[src/rtl/core/line_pixel_stepper_defines.svh]
// assertion macros for the line pixel stepper
// no dependencies; taken in by the files that carry concurrent checks
`ifndef LINE_PIXEL_STEPPER_DEFINES_SVH
`define LINE_PIXEL_STEPPER_DEFINES_SVH

`ifndef SYNTHESIS

// same-cycle implication, checked on every rising edge out of reset
`define LPS_ASSERT_NOW(label, ante, cons) \
   label: assert property (@(posedge clock) disable iff (reset) (ante) |-> (cons)) \
      else $error("line_pixel_stepper check failed");

// next-cycle implication, checked on every rising edge out of reset
`define LPS_ASSERT_NEXT(label, ante, cons) \
   label: assert property (@(posedge clock) disable iff (reset) (ante) |=> (cons)) \
      else $error("line_pixel_stepper check failed");

`else

`define LPS_ASSERT_NOW(label, ante, cons)
`define LPS_ASSERT_NEXT(label, ante, cons)

`endif

`endif

[src/rtl/core/lps_pkg.sv]
// shared codes and types for the line pixel stepper
// no dependencies; used by lps_step_unit and line_pixel_stepper
package lps_pkg;

   // request kinds carried on req_tuser
   localparam logic REQ_LOAD = 1'b0;
   localparam logic REQ_STEP = 1'b1;

   // status of one walk step, from the step unit to the top level
   typedef struct packed {
      logic at_end;   // the position after this step is the end point
   } lps_step_flags_type;

endpackage

[src/rtl/core/lps_step_unit.sv]
// one step of the 4-connected walk: axis choice, next position and error term
// depends on lps_pkg for the step status struct
module lps_step_unit
   import lps_pkg::*;
#(
   parameter int COORD_BITS = 12
) (
   input  logic [COORD_BITS-1:0]        cur_x,
   input  logic [COORD_BITS-1:0]        cur_y,
   input  logic [COORD_BITS-1:0]        target_x,
   input  logic [COORD_BITS-1:0]        target_y,
   input  logic [COORD_BITS-1:0]        delta_x,
   input  logic [COORD_BITS-1:0]        delta_y,
   input  logic signed [COORD_BITS+1:0] error_term,
   input  logic                         step_neg_x,
   input  logic                         step_neg_y,
   output logic [COORD_BITS-1:0]        next_x,
   output logic [COORD_BITS-1:0]        next_y,
   output logic signed [COORD_BITS+1:0] next_error,
   output lps_step_flags_type           flags
);

   localparam int EXT_BITS = COORD_BITS + 3;

   logic signed [EXT_BITS-1:0] err_ext;
   logic signed [EXT_BITS-1:0] err_twice;
   logic signed [EXT_BITS-1:0] dx_ext;
   logic signed [EXT_BITS-1:0] dy_ext;
   logic signed [EXT_BITS-1:0] err_sum;
   logic                       move_x;

   // widen everything so that 2*err and -dy compare without overflow
   assign err_ext   = EXT_BITS'(error_term);
   assign err_twice = err_ext <<< 1;
   assign dx_ext    = $signed({3'b000, delta_x});
   assign dy_ext    = $signed({3'b000, delta_y});

   // x moves when 2*err > -dy
   assign move_x = err_twice > -dy_ext;

   // error term update, bounded well inside the stored width
   assign err_sum    = move_x ? (err_ext - dy_ext) : (err_ext + dx_ext);
   assign next_error = err_sum[COORD_BITS+1:0];

   // move exactly one axis by one, wrapping
   always_comb begin
      next_x = cur_x;
      next_y = cur_y;
      if (move_x) begin
         next_x = step_neg_x ? (cur_x - COORD_BITS'(1)) : (cur_x + COORD_BITS'(1));
      end else begin
         next_y = step_neg_y ? (cur_y - COORD_BITS'(1)) : (cur_y + COORD_BITS'(1));
      end
   end

   // status for the top level
   assign flags.at_end = (next_x == target_x) && (next_y == target_y);

endmodule

[src/rtl/core/line_pixel_stepper.sv]
// line pixel stepper top level: request handling, walk state and result register
// depends on lps_pkg, lps_step_unit and line_pixel_stepper_defines.svh
//
// Integer line rasteriser of the 4-connected Bresenham kind. A load item
// (req_tuser = 0) sets up a line from its start to its end point and gives
// no result; a load whose start equals its end leaves the block idle. Each
// step item (req_tuser = 1) while a line is active gives the current pixel
// on rsp and then moves one axis by one; rsp_tlast marks the final pixel,
// and the end point itself is never given. A step while idle gives nothing.
// Each item is handled directly: the axis choice and position update are one
// short pass of logic from the walk registers to the result register, so a
// new item is taken in every cycle while rsp is drained. All pixels share
// the fixed colour 0x00858B8C, so colour is not an output.
`include "line_pixel_stepper_defines.svh"

module line_pixel_stepper
   import lps_pkg::*;
#(
   parameter int COORD_BITS = 12
) (
   input  logic                                clock,
   input  logic                                reset,
   // request channel
   input  logic                                req_tvalid,
   output logic                                req_tready,
   // tdata fields from bit 0: x_start, y_start, x_end, y_end, zero fill
   input  logic [((4*COORD_BITS+7)/8)*8-1:0]   req_tdata,
   // tuser fields from bit 0: req_type
   input  logic                                req_tuser,
   // result channel
   output logic                                rsp_tvalid,
   input  logic                                rsp_tready,
   // tdata fields from bit 0: pixel_x, pixel_y, zero fill
   output logic [((2*COORD_BITS+7)/8)*8-1:0]   rsp_tdata,
   output logic                                rsp_tlast
);

   localparam int RSP_DATA_BITS = ((2*COORD_BITS+7)/8)*8;

   // walk state
   logic [COORD_BITS-1:0]        cur_x_ff, cur_x_in;
   logic [COORD_BITS-1:0]        cur_y_ff, cur_y_in;
   logic [COORD_BITS-1:0]        target_x_ff, target_x_in;
   logic [COORD_BITS-1:0]        target_y_ff, target_y_in;
   logic [COORD_BITS-1:0]        delta_x_ff, delta_x_in;
   logic [COORD_BITS-1:0]        delta_y_ff, delta_y_in;
   logic signed [COORD_BITS+1:0] error_ff, error_in;
   logic                         step_neg_x_ff, step_neg_x_in;
   logic                         step_neg_y_ff, step_neg_y_in;
   logic                         active_ff, active_in;

   // result register
   logic                         rsp_valid_ff, rsp_valid_in;
   logic [COORD_BITS-1:0]        pixel_x_ff, pixel_x_in;
   logic [COORD_BITS-1:0]        pixel_y_ff, pixel_y_in;
   logic                         last_ff, last_in;

   logic                         req_fire;
   logic                         is_step;
   logic [COORD_BITS-1:0]        x_start, y_start, x_end, y_end;
   logic                         neg_x, neg_y;
   logic [COORD_BITS-1:0]        abs_dx, abs_dy;
   logic [COORD_BITS-1:0]        next_x, next_y;
   logic signed [COORD_BITS+1:0] next_error;
   lps_step_flags_type           step_flags;

   // unpack the request item
   assign x_start = req_tdata[COORD_BITS-1:0];
   assign y_start = req_tdata[2*COORD_BITS-1:COORD_BITS];
   assign x_end   = req_tdata[3*COORD_BITS-1:2*COORD_BITS];
   assign y_end   = req_tdata[4*COORD_BITS-1:3*COORD_BITS];
   assign is_step = (req_tuser == REQ_STEP);

   // take an item whenever the result register is free or being drained
   assign req_tready = !rsp_valid_ff || rsp_tready;
   assign req_fire   = req_tvalid && req_tready;

   // load set-up: step signs and absolute deltas
   assign neg_x  = !(x_start < x_end);
   assign neg_y  = !(y_start < y_end);
   assign abs_dx = neg_x ? (x_start - x_end) : (x_end - x_start);
   assign abs_dy = neg_y ? (y_start - y_end) : (y_end - y_start);

   // one walk step from the current state
   lps_step_unit #(
      .COORD_BITS (COORD_BITS)
   ) u_step (
      .cur_x      (cur_x_ff),
      .cur_y      (cur_y_ff),
      .target_x   (target_x_ff),
      .target_y   (target_y_ff),
      .delta_x    (delta_x_ff),
      .delta_y    (delta_y_ff),
      .error_term (error_ff),
      .step_neg_x (step_neg_x_ff),
      .step_neg_y (step_neg_y_ff),
      .next_x     (next_x),
      .next_y     (next_y),
      .next_error (next_error),
      .flags      (step_flags)
   );

   // next state of the walk and the result register
   always_comb begin
      cur_x_in      = cur_x_ff;
      cur_y_in      = cur_y_ff;
      target_x_in   = target_x_ff;
      target_y_in   = target_y_ff;
      delta_x_in    = delta_x_ff;
      delta_y_in    = delta_y_ff;
      error_in      = error_ff;
      step_neg_x_in = step_neg_x_ff;
      step_neg_y_in = step_neg_y_ff;
      active_in     = active_ff;
      rsp_valid_in  = rsp_valid_ff && !rsp_tready;
      pixel_x_in    = pixel_x_ff;
      pixel_y_in    = pixel_y_ff;
      last_in       = last_ff;
      if (req_fire) begin
         if (!is_step) begin
            cur_x_in      = x_start;
            cur_y_in      = y_start;
            target_x_in   = x_end;
            target_y_in   = y_end;
            delta_x_in    = abs_dx;
            delta_y_in    = abs_dy;
            error_in      = $signed({2'b00, abs_dx}) - $signed({2'b00, abs_dy});
            step_neg_x_in = neg_x;
            step_neg_y_in = neg_y;
            active_in     = (x_start != x_end) || (y_start != y_end);
         end else if (active_ff) begin
            rsp_valid_in = 1'b1;
            pixel_x_in   = cur_x_ff;
            pixel_y_in   = cur_y_ff;
            last_in      = step_flags.at_end;
            cur_x_in     = next_x;
            cur_y_in     = next_y;
            error_in     = next_error;
            active_in    = !step_flags.at_end;
         end
      end
   end

   // control registers
   always_ff @(posedge clock) begin
      if (reset) begin
         active_ff    <= 1'b0;
         rsp_valid_ff <= 1'b0;
      end else begin
         active_ff    <= active_in;
         rsp_valid_ff <= rsp_valid_in;
      end
   end

   // payload registers
   always_ff @(posedge clock) begin
      cur_x_ff      <= cur_x_in;
      cur_y_ff      <= cur_y_in;
      target_x_ff   <= target_x_in;
      target_y_ff   <= target_y_in;
      delta_x_ff    <= delta_x_in;
      delta_y_ff    <= delta_y_in;
      error_ff      <= error_in;
      step_neg_x_ff <= step_neg_x_in;
      step_neg_y_ff <= step_neg_y_in;
      pixel_x_ff    <= pixel_x_in;
      pixel_y_ff    <= pixel_y_in;
      last_ff       <= last_in;
   end

   // result outputs
   assign rsp_tvalid = rsp_valid_ff;
   assign rsp_tdata  = RSP_DATA_BITS'({pixel_y_ff, pixel_x_ff});
   assign rsp_tlast  = last_ff;

   // checks
   `LPS_ASSERT_NEXT(a_step_gives_item, req_fire && is_step && active_ff, rsp_valid_ff)
   `LPS_ASSERT_NEXT(a_last_ends_line, req_fire && is_step && active_ff && step_flags.at_end, !active_ff)
   `LPS_ASSERT_NEXT(a_empty_load_idle, req_fire && !is_step && x_start == x_end && y_start == y_end, !active_ff)
   `LPS_ASSERT_NEXT(a_idle_step_no_item, req_fire && is_step && !active_ff && rsp_tready, !rsp_valid_ff)

endmodule
[config.mk]
export PLATFORM = sky130hd
export DESIGN_NAME = line_pixel_stepper
export DESIGN_NICKNAME = d
export VERILOG_FILES = /design/src/rtl/core/lps_pkg.sv /design/src/rtl/core/lps_step_unit.sv /design/src/rtl/core/line_pixel_stepper.sv
export VERILOG_INCLUDE_DIRS = /design/src /design/src/rtl/core
export SDC_FILE = /design/constraint.sdc
export NUM_CORES = 1
export LEC_CHECK = 0
export CAP_MARGIN = 20
export CORE_MARGIN = 5
export CORE_UTILIZATION = 47
export DETAILED_ROUTE_END_ITERATION = 16
export DONT_BUFFER_PORTS = 1
export PLACE_DENSITY = 0.64
export SLEW_MARGIN = 25
export SYNTH_ARGS = -nofsm -noshare
export SYNTH_HDL_FRONTEND = slang
export SYNTH_SLANG_ARGS = --single-unit
[constraint.sdc]
create_clock -name clock -period 6.9 [get_ports clock]
set_clock_uncertainty 0.2 [all_clocks]
set_input_delay 1.38 -clock clock [delete_from_list [all_inputs] [get_ports clock]]
set_output_delay 1.38 -clock clock [all_outputs]
set_load 0.01 [all_outputs]
==> flow_metrics.py <==
metrics = {
    "synthesis": {
        "post_synth_num_cell_types": 80,
        "ys_warn_count": 0,
        "async_flop_share": 0,
        "synth_nets": 1243,
        "synth_edf_count": 113,
        "syn-instance-count": 1074,
        "synth-seq-area-share": 0.343,
        "post_synth_main_area_contributors": "sky130_fd_sc_hd__edfxtp_1 34%, sky130_fd_sc_hd__ha_1 14%, sky130_fd_sc_hd__inv_1 3.8%",
        "synth_area_leader_cell": "sky130_fd_sc_hd__edfxtp_1",
        "synthDominantCellAreaShare": 0.339,
        "syn_area_um2": 10000,
        "syn_area_per_cell_um2": 9.31,
        "synth-seq-cells": 115,
        "synth_ff_type": "sky130_fd_sc_hd__edfxtp_1",
    },
    "sta": {
        "min_period_ns": 5.93,
        "setup_viol": 0,
        "setup_slack_ns": 0.970,
        "relSlewSlack": 0.353,
        "timing.final.max_slew_violations": 0,
        "final_worst_hold_slack_ns": 0.313,
        "final_hold_viol_count": 0,
        "rsz0062_at_grt": "no",
        "timing.fmax_mhz": 169,
        "max_slew.worst_pin.slew_ns": 0.969,
        "setup_total_neg_slack_ns": 0,
        "finalCritPeriodShare": 0.859,
    },
    "global_route": {
        "grt_first_pass_wirelength_um": 41700,
        "globalRoute.totalOverflow": 0,
        "antenna_found_initial": 0,
        "grt_start_max_net_pins": 65,
        "grt_usage": 0.221,
        "vias_in_the_first_global_route": 7514,
    },
    "setup_path": {
        "worst_setup_path_start_kind": "input pin",
        "cp_max_fo": 19,
        "crit_required_ns": 6.86,
        "path_class": "input pin to register",
        "critical_path_arrival_ns": 5.89,
        "setup.worst_path.end_class": "register",
    },
    "routing": {
        "first_pass_iters": 5,
        "initial_drc_count": 582,
        "antenna_left": 0,
        "drcViolationCount": 0,
        "post_drt_via_cell_ratio": 5.89,
        "vias": 7980,
        "post_dr_wirelength_cell_um": 20.1,
        "wirelength_um": 27200,
    },
    "clocking": {
        "clock_insertion_delay_at_the_later_pin_of_the_skew_report_ns": 0.43,
        "postCtsSetupRepairBufs": 0,
        "cts_sinks": 115,
        "cts-buffers-inserted": 17,
        "clockRootBuffer": "sky130_fd_sc_hd__clkbuf_16",
        "cts_hold_buf": 0,
        "cts_tree": "done",
        "clk_pin_slew_worst_paths_ns": 0.06,
        "clock_tree.htree_level_count": 4,
        "resize_count_post_cts": 0,
        "clk_path_buf_depth": 2,
    },
    "placement": {
        "place_ws_ns": 0.659,
        "hpwl_um": 21000,
        "place.port_buffers": 0,
        "placed_inst_area_um2": 10300,
        "globalplace.congestion": 0.908,
    },
    "die": {
        "design.core.area_um2": 21000,
        "std_cell_rows": 53,
        "initial_utilization": 0.477,
        "die_height_um": 156,
        "die_width_um": 156,
        "design.portCount": 80,
        "die_area_um2": 24300,
    },
    "cells_and_area": {
        "num-nets-final": 1236,
        "layout-drive-gt1-share": 0.0676,
        "fillerInstances": 2000,
        "antennaDiodeCount": 0,
        "postLayoutCellArea_um2": 10900,
        "area_delta_synth_final_pct": 8.69,
    },
    "power_and_ir_drop": {
        "power.leakage_uw": 0.00453,
        "power-per-cell-area_nw_per_um2": 297,
        "peakVddDrop_v": 0.000159,
        "power_uw": 3230,
    },
    "worst_hold_path": {
        "timing.hold.worst.class": "register to register",
    },
    "status": {
        "run_status": "finished, final reports clean",
    },
    "flow_run": {
        "drv_cap": 0,
    },
}
[layout make-up]
cell class,count,area [µm²],area share
clock buffers,17,425,0.0391
clock inverters,15,160,0.0147
inverters,101,379,0.0349
multi-input cells,823,6060,0.558
flip-flops and latches,115,3430,0.316
well taps,275,344,0.0317
repair buffers,9,67.6,0.00622
[synth_stat cells (5+ instances only)]
cell / count
sky130_fd_sc_hd__nand3_1: 14
sky130_fd_sc_hd__o22ai_1: 7
sky130_fd_sc_hd__xor2_1: 41
sky130_fd_sc_hd__nand2_1: 70
sky130_fd_sc_hd__nand2b_1: 14
sky130_fd_sc_hd__a211o_1: 5
sky130_fd_sc_hd__a221oi_1: 7
sky130_fd_sc_hd__nor3_1: 21
sky130_fd_sc_hd__or3_1: 5
sky130_fd_sc_hd__and2_1: 6
sky130_fd_sc_hd__a31oi_1: 10
sky130_fd_sc_hd__o21a_1: 13
sky130_fd_sc_hd__o31ai_1: 6
sky130_fd_sc_hd__a21oi_1: 71
sky130_fd_sc_hd__o21ai_1: 5
sky130_fd_sc_hd__a21boi_0: 13
sky130_fd_sc_hd__fa_1: 8
sky130_fd_sc_hd__o21ai_0: 73
sky130_fd_sc_hd__a211oi_1: 11
sky130_fd_sc_hd__edfxtp_1: 113
sky130_fd_sc_hd__or2_2: 6
sky130_fd_sc_hd__xnor2_1: 40
sky130_fd_sc_hd__nand4_1: 8
sky130_fd_sc_hd__o211ai_1: 17
sky130_fd_sc_hd__clkbuf_1: 22
sky130_fd_sc_hd__mux2i_1: 15
sky130_fd_sc_hd__nor4_1: 8
sky130_fd_sc_hd__buf_2: 8
sky130_fd_sc_hd__ha_1: 108
sky130_fd_sc_hd__nor2_1: 77
sky130_fd_sc_hd__mux2_2: 9
sky130_fd_sc_hd__and3_1: 11
sky130_fd_sc_hd__inv_1: 101
sky130_fd_sc_hd__nor2b_1: 21
sky130_fd_sc_hd__a21o_1: 27
[registers in the layout (all words and copies together), names as in the netlist, 12 cells and up]
signal and cells:
cur_x_ff 12, error_ff 14, cur_y_ff 12, delta_x_ff 12, target_x_ff 12, pixel_y_ff 12
pixel_x_ff 12, delta_y_ff 12, target_y_ff 12
[through the flow]
| stage | utilization | cells |
|---|---|---|
| finish | 0.519 | 1355 |
| global route | 0.519 | 1355 |
| CTS | 0.519 | 1355 |
| detailed placement | 0.491 | 1323 |
| global placement | 0.491 | 1323 |
| floorplan | - | 1074 |
[final timing paths]
kind	slack [ns]	start	end	cells after the start
max reg2reg	1.27	delta_y_ff[2]$_DFFE_PP_	error_ff[13]$_DFFE_PP_	22
min	0.31	cur_x_ff[11]$_DFFE_PP_	pixel_x_ff[11]$_DFFE_PP_	0
max	0.97	req_tdata[12]	error_ff[10]$_DFFE_PP_	21
min reg2reg	0.31	cur_x_ff[11]$_DFFE_PP_	pixel_x_ff[11]$_DFFE_PP_	0
[critical path, cell delays in order]
cell and delay (ns):
sky130_fd_sc_hd__inv_1 0.02, sky130_fd_sc_hd__ha_1 0.22, sky130_fd_sc_hd__fa_1 0.39, sky130_fd_sc_hd__nor2b_1 0.13, sky130_fd_sc_hd__o21ai_1 0.08, sky130_fd_sc_hd__a21boi_0 0.36
sky130_fd_sc_hd__o41ai_1 0.11, sky130_fd_sc_hd__o21ai_1 0.27, sky130_fd_sc_hd__buf_4 0.31, sky130_fd_sc_hd__nor2_1 0.07, sky130_fd_sc_hd__a31o_2 0.22, sky130_fd_sc_hd__xnor2_1 0.31
sky130_fd_sc_hd__inv_1 0.09, sky130_fd_sc_hd__ha_1 0.31, sky130_fd_sc_hd__a21boi_0 0.17, sky130_fd_sc_hd__o21ai_0 0.23, sky130_fd_sc_hd__a21boi_0 0.16, sky130_fd_sc_hd__o21a_1 0.21
sky130_fd_sc_hd__or2_2 0.29, sky130_fd_sc_hd__a2111oi_0 0.40, sky130_fd_sc_hd__o22ai_1 0.15
[metal layers]
layer,up-vias,wire (µm),GRT usage
met5,-,0,0
li1,3927,-,-
met2,225,12300,0.343
met4,0,334,0.0479
met1,3797,12400,0.301
met3,31,2190,0.0755
[cells in the final DEF, fill, tap and decap left out, types with 5 or more instances in the layout]
| cell type | count |
|---|---|
| sky130_fd_sc_hd__a21oi_1 | 70 |
| sky130_fd_sc_hd__xnor2_1 | 40 |
| sky130_fd_sc_hd__o21ai_0 | 73 |
| sky130_fd_sc_hd__inv_1 | 101 |
| sky130_fd_sc_hd__and2_1 | 6 |
| sky130_fd_sc_hd__a21boi_0 | 13 |
| sky130_fd_sc_hd__fa_1 | 8 |
| sky130_fd_sc_hd__o211ai_1 | 17 |
| sky130_fd_sc_hd__edfxtp_1 | 113 |
| sky130_fd_sc_hd__nor3_1 | 21 |
| sky130_fd_sc_hd__mux2i_1 | 15 |
| sky130_fd_sc_hd__clkbuf_16 | 17 |
| sky130_fd_sc_hd__mux2_2 | 9 |
| sky130_fd_sc_hd__a21o_1 | 27 |
| sky130_fd_sc_hd__o22ai_1 | 7 |
| sky130_fd_sc_hd__a221oi_1 | 7 |
| sky130_fd_sc_hd__buf_4 | 9 |
| sky130_fd_sc_hd__nor4_1 | 8 |
| sky130_fd_sc_hd__or2_2 | 6 |
| sky130_fd_sc_hd__a31oi_1 | 10 |
| sky130_fd_sc_hd__clkinvlp_4 | 5 |
| sky130_fd_sc_hd__nor2b_1 | 21 |
| sky130_fd_sc_hd__a211o_1 | 5 |
| sky130_fd_sc_hd__o31ai_1 | 6 |
| sky130_fd_sc_hd__or3_1 | 5 |
| sky130_fd_sc_hd__nand3_1 | 14 |
| sky130_fd_sc_hd__o21a_1 | 13 |
| sky130_fd_sc_hd__a211oi_1 | 11 |
| sky130_fd_sc_hd__nand2_1 | 70 |
| sky130_fd_sc_hd__xor2_1 | 41 |
| sky130_fd_sc_hd__ha_1 | 108 |
| sky130_fd_sc_hd__nand4_1 | 8 |
| sky130_fd_sc_hd__nor2_1 | 75 |
| sky130_fd_sc_hd__nand2b_1 | 14 |
| sky130_fd_sc_hd__o21ai_1 | 5 |
| sky130_fd_sc_hd__and3_1 | 11 |
[cell families after synthesis]
| kind of cell | after synthesis | share of synthesized area |
|---|---|---|
| xor+xnor | 84 | 0.0771 |
| mux | 24 | 0.0251 |
| flops | 115 | 0.343 |
| compound gates | 314 | 0.208 |
| buf+inv | 136 | 0.0528 |
| simple gates | 285 | 0.142 |
| fa+ha+maj | 116 | 0.151 |
[power breakdown]
group,leakage (µW),internal (µW),switching (µW)
Clock,0.000272,533,350
Sequential,0.00107,887,67.2
Combinational,0.00319,585,804
Total,0.00453,2010,1220
No activity file was read; power rests on OpenSTA's default activity.
